**src/hdl/gradient_non_maximum_suppression_defines.svh**
```systemverilog
// ----------------------------------------------------------------------------
// gradient_non_maximum_suppression_defines.svh
// Assertion macros shared by the edge thinning block.
// ----------------------------------------------------------------------------
`ifndef GRADIENT_NON_MAXIMUM_SUPPRESSION_DEFINES_SVH
`define GRADIENT_NON_MAXIMUM_SUPPRESSION_DEFINES_SVH

`ifndef NO_ASSERTIONS
// expression must hold at every clock edge out of reset
`define GNMS_ASSERT_ALWAYS(label, clk, rst_n, expr) \
	label: assert property (@(posedge clk) disable iff (!rst_n) (expr)) \
		else $error("gnms check failed in %m");
// consequent must hold in the same cycle as the antecedent
`define GNMS_ASSERT_IMPLY(label, clk, rst_n, ante, cons) \
	label: assert property (@(posedge clk) disable iff (!rst_n) (ante) |-> (cons)) \
		else $error("gnms check failed in %m");
`else
`define GNMS_ASSERT_ALWAYS(label, clk, rst_n, expr)
`define GNMS_ASSERT_IMPLY(label, clk, rst_n, ante, cons)
`endif

`endif

```
**src/hdl/gnms_pkg.sv**
```systemverilog
// ----------------------------------------------------------------------------
// gnms_pkg
// Types and constants of the gradient non-maximum suppression block.
// ----------------------------------------------------------------------------
`default_nettype none

package gnms_pkg;

	localparam int MAX_WIDTH   = 1024;
	localparam int COL_W       = 10;
	localparam int ROW_W       = 12;
	localparam int FW_W        = 11;
	localparam int MAG_W       = 16;
	localparam int DIM_MIN     = 3;
	localparam int FW_RESET    = 640;
	localparam int FH_RESET    = 480;

	// output queue and the stages that feed it
	localparam int OQ_DEPTH    = 8;
	localparam int OQ_PTR_W    = 3;
	localparam int OQ_CNT_W    = 4;
	localparam int PIPE_STAGES = 4;
	localparam int OQ_ROOM     = OQ_DEPTH - PIPE_STAGES - 1;

	// configuration register indexes
	localparam logic REG_FRAME_WIDTH  = 1'b0;
	localparam logic REG_FRAME_HEIGHT = 1'b1;

	typedef logic [COL_W-1:0]    col_t;
	typedef logic [ROW_W-1:0]    row_t;
	typedef logic [ROW_W:0]      row_ext_t;
	typedef logic [FW_W-1:0]     width_t;
	typedef logic [MAG_W-1:0]    mag_t;
	typedef logic [OQ_CNT_W-1:0] oq_cnt_t;
	typedef logic [OQ_PTR_W-1:0] oq_ptr_t;

	// 3x3 magnitude window: [row 0 = oldest line][column 0 = oldest pixel]
	typedef logic [2:0][2:0][MAG_W-1:0] gnms_win_t;

	typedef struct packed {
		logic emit;
		row_t row;
		col_t col;
		logic last;
	} gnms_tag_t;

	// accepted pixel with its resolved position
	typedef struct packed {
		logic      valid;
		col_t      addr;
		mag_t      gx;
		mag_t      gy;
		mag_t      mag;
		gnms_tag_t tag;
	} gnms_pix_t;

	// neighborhood of one interior centre pixel
	typedef struct packed {
		logic      valid;
		gnms_win_t win;
		mag_t      gx;
		mag_t      gy;
		gnms_tag_t tag;
	} gnms_nbr_t;

	typedef struct packed {
		logic is_edge;
		row_t row;
		col_t col;
		logic last;
	} gnms_res_t;

endpackage

`default_nettype wire

```
**src/hdl/gnms_decide.sv**
```systemverilog
// ----------------------------------------------------------------------------
// gnms_decide
// Octant selection, cross-multiplied interpolation and local maximum test.
// ----------------------------------------------------------------------------
`default_nettype none

module gnms_decide (
	input  wire logic                  clk,
	input  wire logic                  arst_n,
	input  wire gnms_pkg::gnms_nbr_t   nbr,
	output logic                       push,
	output gnms_pkg::gnms_res_t        res
);

	gnms_pkg::mag_t ax, ay, n, d, a1, b1, a2, b2;
	logic           ge, le;

	logic                valid_s3;
	gnms_pkg::mag_t      ctr_s3, a1_s3, b1_s3, a2_s3, b2_s3, n_s3, dn_s3, d_s3;
	gnms_pkg::gnms_tag_t tag_s3;

	logic [31:0] p_md, p_a1, p_b1, p_a2, p_b2;

	logic                valid_s4;
	logic [31:0]         md_s4, a1_s4, b1_s4, a2_s4, b2_s4;
	gnms_pkg::gnms_tag_t tag_s4;

	logic [32:0] sum1, sum2;
	logic        beat1, beat2;

	assign ax = nbr.gx[15] ? (~nbr.gx + 16'd1) : nbr.gx;
	assign ay = nbr.gy[15] ? (~nbr.gy + 16'd1) : nbr.gy;
	assign ge = ax >= ay;
	assign le = ay >= ax;
	assign n  = ge ? ay : ax;
	assign d  = ge ? ax : ay;

	// pick the neighbor pairs on both sides along the gradient
	always_comb begin
		case ({nbr.gx[15], nbr.gy[15]})
			2'b00: begin
				if (ge) begin
					a1 = nbr.win[1][2]; b1 = nbr.win[2][2]; a2 = nbr.win[1][0]; b2 = nbr.win[0][0];
				end else begin
					a1 = nbr.win[2][1]; b1 = nbr.win[2][2]; a2 = nbr.win[0][1]; b2 = nbr.win[0][0];
				end
			end
			2'b01: begin
				if (ge) begin
					a1 = nbr.win[1][2]; b1 = nbr.win[0][2]; a2 = nbr.win[1][0]; b2 = nbr.win[2][0];
				end else begin
					a1 = nbr.win[0][1]; b1 = nbr.win[0][2]; a2 = nbr.win[2][1]; b2 = nbr.win[2][0];
				end
			end
			2'b10: begin
				if (le) begin
					a1 = nbr.win[2][1]; b1 = nbr.win[2][0]; a2 = nbr.win[0][1]; b2 = nbr.win[0][2];
				end else begin
					a1 = nbr.win[1][0]; b1 = nbr.win[2][0]; a2 = nbr.win[1][2]; b2 = nbr.win[0][2];
				end
			end
			2'b11: begin
				if (ge) begin
					a1 = nbr.win[1][0]; b1 = nbr.win[0][0]; a2 = nbr.win[1][2]; b2 = nbr.win[2][2];
				end else begin
					a1 = nbr.win[0][1]; b1 = nbr.win[0][0]; a2 = nbr.win[2][1]; b2 = nbr.win[2][2];
				end
			end
			default: begin
				a1 = '0; b1 = '0; a2 = '0; b2 = '0;
			end
		endcase
	end

	assign p_md = ctr_s3 * d_s3;
	assign p_a1 = a1_s3 * dn_s3;
	assign p_b1 = b1_s3 * n_s3;
	assign p_a2 = a2_s3 * dn_s3;
	assign p_b2 = b2_s3 * n_s3;

	// centre*D > A*(D-n) + B*n; a zero gradient never passes
	assign sum1  = {1'b0, a1_s4} + {1'b0, b1_s4};
	assign sum2  = {1'b0, a2_s4} + {1'b0, b2_s4};
	assign beat1 = {1'b0, md_s4} > sum1;
	assign beat2 = {1'b0, md_s4} > sum2;

	always_ff @(posedge clk or negedge arst_n) begin
		if (!arst_n) begin
			valid_s3 <= 1'b0;
			valid_s4 <= 1'b0;
		end else begin
			valid_s3 <= nbr.valid;
			valid_s4 <= valid_s3;
		end
	end

	always_ff @(posedge clk) begin
		if (nbr.valid) begin
			ctr_s3 <= nbr.win[1][1];
			a1_s3  <= a1;
			b1_s3  <= b1;
			a2_s3  <= a2;
			b2_s3  <= b2;
			n_s3   <= n;
			d_s3   <= d;
			dn_s3  <= d - n;
			tag_s3 <= nbr.tag;
		end
		if (valid_s3) begin
			md_s4  <= p_md;
			a1_s4  <= p_a1;
			b1_s4  <= p_b1;
			a2_s4  <= p_a2;
			b2_s4  <= p_b2;
			tag_s4 <= tag_s3;
		end
	end

	assign push = valid_s4;

	always_comb begin
		res.is_edge = beat1 && beat2;
		res.row     = tag_s4.row;
		res.col     = tag_s4.col;
		res.last    = tag_s4.last;
	end

endmodule

`default_nettype wire

```
**config.mk**
```make
export PLATFORM = sky130hd
export DESIGN_NAME = gnms_decide
export DESIGN_NICKNAME = d
export VERILOG_FILES = /design/src/hdl/gradient_non_maximum_suppression_defines.svh /design/src/hdl/gnms_pkg.sv /design/src/hdl/gnms_decide.sv
export SDC_FILE = /design/constraint.sdc
export NUM_CORES = 2
export LEC_CHECK = 0
export BUFFER_PORTS_ARGS = -buffer_cell sky130_fd_sc_hd__buf_2
export CAP_MARGIN = 20
export CELL_PAD_IN_SITES_DETAIL_PLACEMENT = 0
export CELL_PAD_IN_SITES_GLOBAL_PLACEMENT = 2
export CORE_MARGIN = 10
export CORE_UTILIZATION = 42
export DETAILED_ROUTE_END_ITERATION = 8
export PLACE_DENSITY_LB_ADDON = 0.12
export SYNTH_ARGS = -nofsm -noshare
export SYNTH_HDL_FRONTEND = slang
export SYNTH_SLANG_ARGS = --single-unit
```
**constraint.sdc**
```tcl
create_clock -name clk -period 8.5 [get_ports clk]
set_clock_uncertainty 0.1 [all_clocks]
set_input_delay 0.425 -clock clk [delete_from_list [all_inputs] [get_ports clk]]
set_output_delay 0.425 -clock clk [all_outputs]
set_load 0.005 [all_outputs]
```
==> impl_metrics.ini <==
[die]
initial_core_util_pct = 42.4
core-area_um2 = 142000
rows = 138
die_w_um = 399
io_pins = 228
die_h_um = 399
dieArea_um2 = 159000

[yosys]
synthTopCellsByArea = fa_1 32%, edfxtp_1 17%, ha_1 14%
synth_cells = 6345
synth_area_um2 = 60300
synth_edf_count = 334
synth_top_area_cell = fa_1
syn_area_per_cell_um2 = 9.50
synth_top_area_share_pct = 32.3
synth_ff_type = edfxtp_1
ys_seq_area_share_pct = 16.7
synthArstFlopShare_pct = 0.595
syn_nets = 8187
yosys_warnings = 0
synth.distinct_cells = 80
ys_ff_latch = 336

[timing]
tightestPinTransition_ns = 1.16
slew_headroom_pct = 22.1
setup_viol = 0
slew_violations = 0
period_share_pct = 91.1
clock.fmax_ghz = 0.129
min_period_ns = 7.74
grt_setup_unrepaired = false
tns_ns = 0
hold_violations = 0

[global_route]
grt_usage_pct = 21.9
grt_max_degree = 150
overflow = 0
antenna_found_initial = 8
grt_pass1_vias = 46324
grt_pass1_wl_mm = 271

[min_path]
min_path_type = input pin to register
hold_path_end = a1_s3[12]
hold_depth = 3
hold_start = nbr[148]

[place]
portBuffers = 226
hpwl_mm = 140
gp_congestion = 0.826

[final_layout]
drive_gt1_share_pct = 6.96
syn2layout_area_growth_pct = 8.55
fillers = 13879
num-nets-final = 8344
fin_util_pct = 46.0

[clock_network]
postCtsHoldBufs = 41
numCtsBuffers = 48
cts_tree = yes
clk_latency_ns = 0.66
htreeDepth = 2
cts.sinks = 336
cts-resized-gates = 0
cts_buffer_depth = 3
post_cts_buffers = 0
clk_pin_slew_ns = 0.06
ctsRootBufferMaster = clkbuf_16

[setup_path]
critPathCaptureType = register
r2r_start = n_s3[2]
cp-start-kind = register
arrival_ns = 8.01
r2r-end = b2_s4[30]
worstRegToRegCells = 21
required_ns = 8.77
critical_path.max_fanout = 17
rrSetupSlack_ns = 0.76
worstSetupPathType = register to register

[route]
vias = 43756
viasPerCell = 5.19
routed_wl_mm = 172
drc_errors = 0
dr.pass1.iters = 5
wl_per_cell_um = 20.4
ant_nets = 0
drt_iter0_markers = 2375

[status]
status = completed

[flow_run]
cap_violations = 0
cells in the mapped netlist (31+ instances only):
master	count
a21o_1	83
a21oi_1	282
and2_1	594
clkbuf_1	237
edfxtp_1	334
fa_1	972
ha_1	667
inv_1	1182
mux2i_1	37
mux4_2	32
nand2_1	844
nand2b_1	37
nand3_1	38
nor2_1	180
nor3_1	49
o21ai_0	122
o21bai_1	31
o22ai_1	61
xnor2_1	161
xor2_1	70
placed cells by master (no fill, tap or decap), types with 21 or more instances in the layout:
cell type and instances:
nor2_1 180, xor2_1 70, nand3_1 38, nand2b_1 37, buf_2 223, mux2i_1 37, a31oi_1 21, xnor2_1 161
clkbuf_16 49, edfxtp_1 334, o21a_1 22, inv_1 1182, fa_1 972, a21oi_1 282, dlygate4sd3_1 41, and2_1 594
mux4_2 32, o21bai_1 31, nand4_1 25, nor2b_1 23, o22ai_1 61, nor3_1 49, ha_1 667, buf_4 92
a21o_1 83, nand2_1 844, o21ai_0 120
through the flow:
| stage | hold WS (ns) | worst slack [ns] | instance area (µm²) | cells |
|---|---|---|---|---|
| detailed placement | 0.113 | 0.835 | 63500 | 8301 |
| global route | 0.0740 | 0.249 | 65400 | 8430 |
| finish | 0.0811 | 0.758 | 65400 | 8433 |
| CTS | 0.0359 | 0.774 | 65400 | 8428 |
| global placement | 0.111 | 0.913 | 63500 | 8300 |
| floorplan | 0.0294 | 1.70 | 60300 | 6345 |
state kept, by name, summed over array words and instances (netlist names):
signal	flops
a1_s3	16
a1_s4	32
a2_s3	16
a2_s4	32
b1_s3	16
b1_s4	32
b2_s3	16
b2_s4	32
ctr_s3	16
d_s3	16
dn_s3	16
md_s4	32
n_s3	16
push	1
res	23
tag_s3	23
valid_s3	1
layout make-up:
cell class / instances / area, µm² / share of cell area, %
well taps: 1890 / 2360 / 3.62
flip-flops and latches: 336 / 10100 / 15.4
clock buffers: 57 / 1260 / 1.92
clock inverters: 29 / 201 / 0.308
multi-input cells: 4575 / 44800 / 68.5
repair buffers: 358 / 2250 / 3.44
inverters: 1183 / 4440 / 6.79
diodes: 5 / 12.5 / 0.0191
critical path, stage by stage, from the launching register on:
cell       delay (ns)
edfxtp_1         0.96
buf_4            0.38
nand2_1          0.11
fa_1             0.52
fa_1             0.52
fa_1             0.51
inv_1            0.05
fa_1             0.50
fa_1             0.51
inv_1            0.05
fa_1             0.47
inv_1            0.04
ha_1             0.36
o21a_1           0.14
o21ai_0          0.10
a2111oi_0        0.64
o31ai_1          0.25
o21ai_0          0.43
nand2b_1         0.18
a41o_1           0.30
o21ai_0          0.22
xor2_1           0.09
how the worst max path moves through the flow:
stage,start,to,slack [ns],cells after the start
after floorplan,b1_s3[7],b1_s4[31],1.70,23
after global placement,a1_s3[7],a1_s4[30],0.91,23
after detailed placement,n_s3[2],b2_s4[30],0.83,21
after CTS,n_s3[2],b2_s4[30],0.77,21
after global routing,n_s3[2],b2_s4[30],0.25,21
final,n_s3[2],b2_s4[30],0.76,21
metal layers:
metal	global-route usage (%)	routed length (µm)	share of wire [%]	up-vias
li1	-	-	-	20479
met1	30.0	78000	45	22346
met2	37.3	83900	49	769
met3	2.44	6580	3.8	160
met4	4.78	3730	2.2	2
met5	0	12	0.0070	-
kinds of logic after synthesis:
| logic type | Yosys count | synth area share (%) |
|---|---|---|
| buf+inv | 1434 | 8.95 |
| flops | 336 | 16.7 |
| simple gates | 1870 | 15.1 |
| mux | 69 | 1.81 |
| fa+ha+maj | 1639 | 46.1 |
| compound gates | 766 | 7.95 |
| xor+xnor | 231 | 3.36 |
Power is not shown: default switching activity piles up to over one toggle a cycle in this logic, so the estimate is an artifact.
