===== src/hdl/gradient_non_maximum_suppression_defines.svh =====
// ----------------------------------------------------------------------------
// gradient_non_maximum_suppression_defines.svh
// Assertion macros shared by the edge thinning block.
// ----------------------------------------------------------------------------
`ifndef GRADIENT_NON_MAXIMUM_SUPPRESSION_DEFINES_SVH
`define GRADIENT_NON_MAXIMUM_SUPPRESSION_DEFINES_SVH

`ifndef NO_ASSERTIONS
// expression must hold at every clock edge out of reset
`define GNMS_ASSERT_ALWAYS(label, clk, rst_n, expr) \
	label: assert property (@(posedge clk) disable iff (!rst_n) (expr)) \
		else $error("gnms check failed in %m");
// consequent must hold in the same cycle as the antecedent
`define GNMS_ASSERT_IMPLY(label, clk, rst_n, ante, cons) \
	label: assert property (@(posedge clk) disable iff (!rst_n) (ante) |-> (cons)) \
		else $error("gnms check failed in %m");
`else
`define GNMS_ASSERT_ALWAYS(label, clk, rst_n, expr)
`define GNMS_ASSERT_IMPLY(label, clk, rst_n, ante, cons)
`endif

`endif


===== src/hdl/gnms_pkg.sv =====
// ----------------------------------------------------------------------------
// gnms_pkg
// Types and constants of the gradient non-maximum suppression block.
// ----------------------------------------------------------------------------
`default_nettype none

package gnms_pkg;

	localparam int MAX_WIDTH   = 1024;
	localparam int COL_W       = 10;
	localparam int ROW_W       = 12;
	localparam int FW_W        = 11;
	localparam int MAG_W       = 16;
	localparam int DIM_MIN     = 3;
	localparam int FW_RESET    = 640;
	localparam int FH_RESET    = 480;

	// output queue and the stages that feed it
	localparam int OQ_DEPTH    = 8;
	localparam int OQ_PTR_W    = 3;
	localparam int OQ_CNT_W    = 4;
	localparam int PIPE_STAGES = 4;
	localparam int OQ_ROOM     = OQ_DEPTH - PIPE_STAGES - 1;

	// configuration register indexes
	localparam logic REG_FRAME_WIDTH  = 1'b0;
	localparam logic REG_FRAME_HEIGHT = 1'b1;

	typedef logic [COL_W-1:0]    col_t;
	typedef logic [ROW_W-1:0]    row_t;
	typedef logic [ROW_W:0]      row_ext_t;
	typedef logic [FW_W-1:0]     width_t;
	typedef logic [MAG_W-1:0]    mag_t;
	typedef logic [OQ_CNT_W-1:0] oq_cnt_t;
	typedef logic [OQ_PTR_W-1:0] oq_ptr_t;

	// 3x3 magnitude window: [row 0 = oldest line][column 0 = oldest pixel]
	typedef logic [2:0][2:0][MAG_W-1:0] gnms_win_t;

	typedef struct packed {
		logic emit;
		row_t row;
		col_t col;
		logic last;
	} gnms_tag_t;

	// accepted pixel with its resolved position
	typedef struct packed {
		logic      valid;
		col_t      addr;
		mag_t      gx;
		mag_t      gy;
		mag_t      mag;
		gnms_tag_t tag;
	} gnms_pix_t;

	// neighborhood of one interior centre pixel
	typedef struct packed {
		logic      valid;
		gnms_win_t win;
		mag_t      gx;
		mag_t      gy;
		gnms_tag_t tag;
	} gnms_nbr_t;

	typedef struct packed {
		logic is_edge;
		row_t row;
		col_t col;
		logic last;
	} gnms_res_t;

endpackage

`default_nettype wire


===== src/hdl/gnms_oq.sv =====
// ----------------------------------------------------------------------------
// gnms_oq
// Output queue that decouples the fixed-latency pipeline from the receiver.
// ----------------------------------------------------------------------------
`default_nettype none

module gnms_oq (
	input  wire logic                  clk,
	input  wire logic                  arst_n,
	input  wire logic                  push,
	input  wire gnms_pkg::gnms_res_t   push_res,
	input  wire logic                  pop,
	output logic                       not_empty,
	output gnms_pkg::gnms_res_t        head,
	output gnms_pkg::oq_cnt_t          count
);

	gnms_pkg::gnms_res_t entry_q [gnms_pkg::OQ_DEPTH];
	gnms_pkg::oq_ptr_t   wr_ptr_q, rd_ptr_q;
	gnms_pkg::oq_cnt_t   count_q;
	logic                do_pop;

	assign do_pop    = pop && (count_q != '0);
	assign not_empty = count_q != '0;
	assign head      = entry_q[rd_ptr_q];
	assign count     = count_q;

	always_ff @(posedge clk) begin
		if (push) begin
			entry_q[wr_ptr_q] <= push_res;
		end
	end

	always_ff @(posedge clk or negedge arst_n) begin
		if (!arst_n) begin
			wr_ptr_q <= '0;
			rd_ptr_q <= '0;
			count_q  <= '0;
		end else begin
			if (push) begin
				wr_ptr_q <= wr_ptr_q + gnms_pkg::oq_ptr_t'(1);
			end
			if (do_pop) begin
				rd_ptr_q <= rd_ptr_q + gnms_pkg::oq_ptr_t'(1);
			end
			case ({push, do_pop})
				2'b10:   count_q <= count_q + gnms_pkg::oq_cnt_t'(1);
				2'b01:   count_q <= count_q - gnms_pkg::oq_cnt_t'(1);
				default: count_q <= count_q;
			endcase
		end
	end

endmodule

`default_nettype wire

===== config.mk =====
export PLATFORM = sky130hd
export DESIGN_NAME = gnms_oq
export DESIGN_NICKNAME = d
export VERILOG_FILES = /design/src/hdl/gradient_non_maximum_suppression_defines.svh /design/src/hdl/gnms_pkg.sv /design/src/hdl/gnms_oq.sv
export SDC_FILE = /design/constraint.sdc
export NUM_CORES = 1
export LEC_CHECK = 0
export BUFFER_PORTS_ARGS = -buffer_cell sky130_fd_sc_hd__buf_2
export CAP_MARGIN = 5
export CORE_MARGIN = 5
export CORE_UTILIZATION = 55
export CTS_BUF_LIST = sky130_fd_sc_hd__clkbuf_8 sky130_fd_sc_hd__clkbuf_16
export DETAILED_ROUTE_END_ITERATION = 16
export PLACE_DENSITY_LB_ADDON = 0.15
export SYNTH_ARGS = -nofsm -noshare
export SYNTH_HDL_FRONTEND = slang
export SYNTH_SLANG_ARGS = --single-unit

===== constraint.sdc =====
create_clock -name clk -period 6.8 [get_ports clk]
set_input_delay 1.36 -clock clk [delete_from_list [all_inputs] [get_ports clk]]
set_output_delay 1.36 -clock clk [all_outputs]
set_load 0.03 [all_outputs]

==> results of run 1 <==
## sequential cells by signal, summed over array words and instances, names as in the netlist
signal / flops
count: 4
entry_q: 192
rd_ptr_q: 3
wr_ptr_q: 3
## final cells by class
class | instances | area [um2]
Clock buffer | 21 | 525.5
Multi-Input combinational cell | 114 | 1724
Fill cell | 934 | 4945
Inverter | 2 | 7.507
Tap cell | 180 | 225.2
Sequential cell | 202 | 6021
Clock inverter | 14 | 116.4
Timing Repair Buffer | 68 | 370.4
## cells by family after synthesis
kind of cell    after synthesis  share of synthesized area
simple gates                 21                    0.01312
fa+ha+maj                     5                   0.007997
mux                          76                     0.1831
buf+inv                      16                    0.01376
xor+xnor                      9                    0.01008
flops                       202                     0.7690
compound gates                3                   0.002879
## final timing paths
| path | start | to | depth (start not counted) |
|---|---|---|---|
| setup / recovery | rd_ptr_q[0] | head[22] | 3 |
| hold / removal | count[3] | count[3] | 1 |
| setup reg to reg | count[1] | count[2] | 10 |
| hold reg to reg | count[3] | count[3] | 1 |
| max in group asynchronous | arst_n | rd_ptr_q[0] | 1 |
| min in group asynchronous | arst_n | count[0] | 1 |
## synth_stat cells
cell type and count:
buf_6 1, a41oi_1 1, mux4_2 48, nand3_1 1, o41ai_1 1, buf_12 2, a21oi_1 1, buf_1 2
clkbuf_1 3, xnor2_1 4, buf_2 6, nand2b_1 3, or4_1 1, inv_1 2, nor2b_1 1, nor4b_1 1
xor2_1 5, nor2_1 7, mux2_4 10, nor3_1 3, edfxtp_1 192, nand2_1 4, mux2i_1 1, ha_1 5
mux2_2 17, dfrtp_1 10
## power breakdown
part	total, mW	switching, mW	internal (mW)
Sequential	1.77	0.195	1.57
Clock	1.06	0.430	0.634
Combinational	1.27	0.677	0.595
## metal layers
layer,routed length [um],track usage
met5,0,0
met3,715,0.03092
met2,6796,0.2741
met1,5970,0.2514
met4,212,0.03953
## worst max-delay path: stages, from the launching register on
cell     delay [ps]
dfrtp_4        1060
mux4_2          620
mux2_2          290
buf_2           180
## through the flow
step	setup WS [ps]	instance area (um2)	util	power [mW]
after floorplan	3241	7823	-	2.757
after global placement	3203	8348	0.5991	3.069
after detailed placement	3176	8348	0.5991	3.095
final	2733	8990	0.6451	4.103
after CTS	2653	8990	0.6451	4.159
after global routing	2550	8990	0.6451	4.305
==> reports/results.txt, run 1 <==
status = finished clean
CTS tree = built
Setup CP Type = flip-flop to output port
cell accounting for the most synthesized area = edfxtp_1
Final Net Count = 442
Max VDD drop = 0.3672 mV
aggregate global routing overflow = 0
hold slack = 494.3 ps
vias per cell = 5.807
Sum Neg Setup Slack = 0 ps
core area = 13930 um2
mapped cell area = 7823 um2
gr usage total = 0.1712
global-route wire length before repair = 21390 um
Die X = 129.3 um
Synth Instances = 332
Synth Register Bits = 202
commonest non-fill, non-tap cell in the layout = edfxtp_1
top post-synthesis cells by area = edfxtp_1 (74%), mux4_2 (14%), dfrtp_1 (3.2%)
number of global-route vias before repair = 3722
Min Clock Period, post-route = 4067 ps
share of the synthesized area in the top cell type = 0.7370
synth warn = 0
post-CTS setup repair buffer count = 0
hold buffer count at CTS = 0
DRC Markers = 0
# H-tree levels = 1
Max-Cap Viols = 0
post-route ant nets = 0
Clock Latency Late Sink = 480 ps
GPL Wtd Cong = 0.7289
post-CTS sizing = 0
Worst Path Required = 5440 ps
Vias = 3490
cell row count = 43
Syn-to-layout area delta = 14.92%
post-synthesis sequential area ratio = 0.7690
initial antenna violation count = 0
Post-Route Skew = 4.219 ps
number of I/O pins = 57
total routed wirelength = 13690 um
Critical Path Fanout Max = 50
clock sinks = 202
Hold Crit Class = flip-flop to flip-flop
hpwl dp = 7879 um
Post-Place Cells = 566
buffers added on ports = 56
first drt pass iteration count = 4
share of layout cells above drive strength 1 = 0.4276
post-synth cell types = 26
slew of the pin with the lowest slew margin = 1005 ps
DIE AREA = 16710 um2
ant diodes = 0
R2R setup slack = 4270 ps
fmax = 0.2459 GHz
final hold violation count = 0
total CTS buffers = 21
crit path launch type = flip-flop
largest net degree at the start of global routing = 51
starting density of the core = 0.5614
PwrDens = 456.4 nW/um2
Mean Syn Cell Area = 23.56 um2
Setup crit end kind = output port
# setup viols final = 0
post-synth net total = 365
Lkg Pwr = 3.049 nW
Worst-path clk slew = 60 ps
fin. max-slew vios = 0
Max-slew headroom = 0.3298
filler-free cell count of the finished design = 601
1st-iter DRT viols = 328
RSZ-0062 raised after global routing = false
CTS Buffer Depth = 3
crit path DAT = 2710 ps
DR WL/cell = 22.79 um
Die Height = 129.3 um
most frequent cells in the layout = edfxtp_1 (192), buf_2 (56), mux4_2 (48)
final period utilization = 0.5981
clk root buf = clkbuf_16
Note: power is estimated with default switching activity, not from simulation.
==> run 2, diff against run 1 <==
==> constraint.sdc (replaced) <==
create_clock -name clk -period 4 [get_ports clk]
set_input_delay 0.8 -clock clk [delete_from_list [all_inputs] [get_ports clk]]
set_output_delay 0.8 -clock clk [all_outputs]
set_load 0.03 [all_outputs]
==> reports/results.txt, run 2 (synthesis gave the netlist of run 1 again) <==
status = finished clean (unchanged)
total routed wirelength = 13810 um (was 13690 um)
# setup viols final = 0 (unchanged)
Hold Crit Class = input pin to async pin (was flip-flop to flip-flop)
Final Net Count = 445 (was 442)
Fillers = 930 (was 934)
Vias = 3490 (unchanged)
Max-Cap Viols = 0 (unchanged)
Die X = 129.3 um (unchanged)
Setup CP Type = flip-flop to output port (unchanged)
crit path DAT = 2750 ps (was 2710 ps)
PwrDens = 776.6 nW/um2 (was 456.4 nW/um2)
Max-slew headroom = 0.4586 (was 0.3298)
number of I/O pins = 57 (unchanged)
Die Height = 129.3 um (unchanged)
ant diodes = 0 (unchanged)
commonest non-fill, non-tap cell in the layout = edfxtp_1 (unchanged)
max reg flops = 192 (unchanged)
largest net degree at the start of global routing = 35 (was 51)
largest reg by FF count = entry_q (unchanged)
vias per cell = 5.769 (was 5.807)
hold slack = 179.1 ps (was 494.3 ps)
RSZ-0062 raised after global routing = false (unchanged)
starting density of the core = 0.5614 (unchanged)
initial antenna violation count = 0 (unchanged)
global-route wire length before repair = 21840 um (was 21390 um)
share of layout cells above drive strength 1 = 0.4400 (was 0.4276)
Worst Path Required = 3200 ps (was 5440 ps)
core area = 13930 um2 (unchanged)
hpwl dp = 8120 um (was 7879 um)
total power = 7.013 mW (was 4.103 mW)
most frequent cells in the layout = edfxtp_1 (192), buf_2 (56), mux4_2 (48) (unchanged)
buffers added on ports = 56 (unchanged)
Setup crit end kind = output port (unchanged)
Worst-path clk slew = 60 ps (about the same)
GPL Wtd Cong = 0.7114 (was 0.7289)
clk root buf = clkbuf_16 (unchanged)
Syn-to-layout area delta = 15.44% (was 14.92%)
clock sinks = 202 (unchanged)
1st-iter DRT viols = 232 (was 328)
final period utilization = 0.8875
aggregate global routing overflow = 0 (unchanged)
fmax = 0.2817 GHz
Critical Path Fanout Max = 34 (was 50)
first drt pass iteration count = 4 (unchanged)
number of global-route vias before repair = 3839 (was 3722)
DR WL/cell = 22.82 um (was 22.79 um)
Reg area = 6021 um2 (unchanged)
crit path launch type = flip-flop (unchanged)
post-route ant nets = 0 (unchanged)
post-CTS setup repair buffer count = 0 (unchanged)
pre-CTS WS = 924.4 ps (was 3176 ps)
gr usage total = 0.1737 (was 0.1712)
DIE AREA = 16710 um2 (unchanged)
CTS Buffer Depth = 3 (unchanged)
final hold violation count = 0 (unchanged)
multi-input logic area = 1724 um2 (unchanged)
# H-tree levels = 1 (unchanged)
Min Clock Period, post-route = 3550 ps
Sum Neg Setup Slack = 0 ps (unchanged)
post-CTS sizing = 0 (unchanged)
slew of the pin with the lowest slew margin = 811.2 ps (was 1005 ps)
Post-Route Skew = 5.959 ps (was 4.219 ps)
fin. max-slew vios = 0 (unchanged)
cell row count = 43 (unchanged)
total CTS buffers = 21 (unchanged)
Clock Latency Late Sink = 480 ps (about the same)
DRC Markers = 0 (unchanged)
Max VDD drop = 0.5442 mV (was 0.3672 mV)
hold buffer count at CTS = 0 (unchanged)
CTS tree = built (unchanged)
Lkg Pwr = 3.079 nW (was 3.049 nW)
Final Worst Setup Slack = 450.0 ps (was 2733 ps)
## run 2: cell count changes in the layout (fill, tap and decap cells not counted)
cell | before | now
inv_6 | 1 | 0
buf_12 | 0 | 1
clkinv_2 | 2 | 7
buf_4 | 12 | 14
clkinv_1 | 5 | 2
## run 2: cell type report
cell class / instances / share of cell area
timing repair buffer: 71 / 0.04489
multi-input combinational: 114 / 0.1909
inverter: 2 / 0.0008314
tap: 180 / 0.02494
clock buffer: 21 / 0.05820
clock inverter: 15 / 0.01344
sequential: 202 / 0.6668
## run 2: stage by stage
step	utilization	instances	cell area (um2)
2_1_floorplan	-	332	7823
3_3_place_gp	0.6016	569	8383
3_5_place_dp	0.6016	569	8383
4_1_cts	0.6480	605	9030
5_1_grt	0.6480	605	9030
6_report	0.6480	605	9030
## run 2: path summary, 6_finish.rpt
check / start / end / slack, ps / cells after the start
worst max-delay path: rd_ptr_q[0] / head[14] / 450 / 4
worst min-delay path: arst_n / count[2] / 180 / 1
worst max register to register: count[1] / count[2] / 1450 / 10
worst min register to register: count[3] / count[3] / 480 / 1
max in group asynchronous: arst_n / rd_ptr_q[0] / 3600 / 1
min in group clk: count[3] / count[3] / 480 / 1
## run 2: metal layers
metal | share of wire | vias to the layer above | GRT usage
met2 | 0.50 | 84 | 0.2872
met4 | 0.011 | 0 | 0.03706
met3 | 0.058 | 14 | 0.03462
li1 | - | 1550 | -
met1 | 0.44 | 1842 | 0.2457
met5 | 0 | - | 0
## run 2: critical path: stages, from the launching register on
cell and delay [ps]:
dfrtp_4 880, buf_4 370, mux4_2 540, mux2_2 280
buf_2 180
## run 2: where the power goes
| group | switching (mW) | internal [mW] | leakage, nW | total, mW |
|---|---|---|---|---|
| sequential | 0.275 | 2.67 | 1.86 | 2.95 |
| clock | 0.739 | 1.08 | 0.334 | 1.82 |
| combinational | 1.21 | 1.04 | 0.886 | 2.24 |
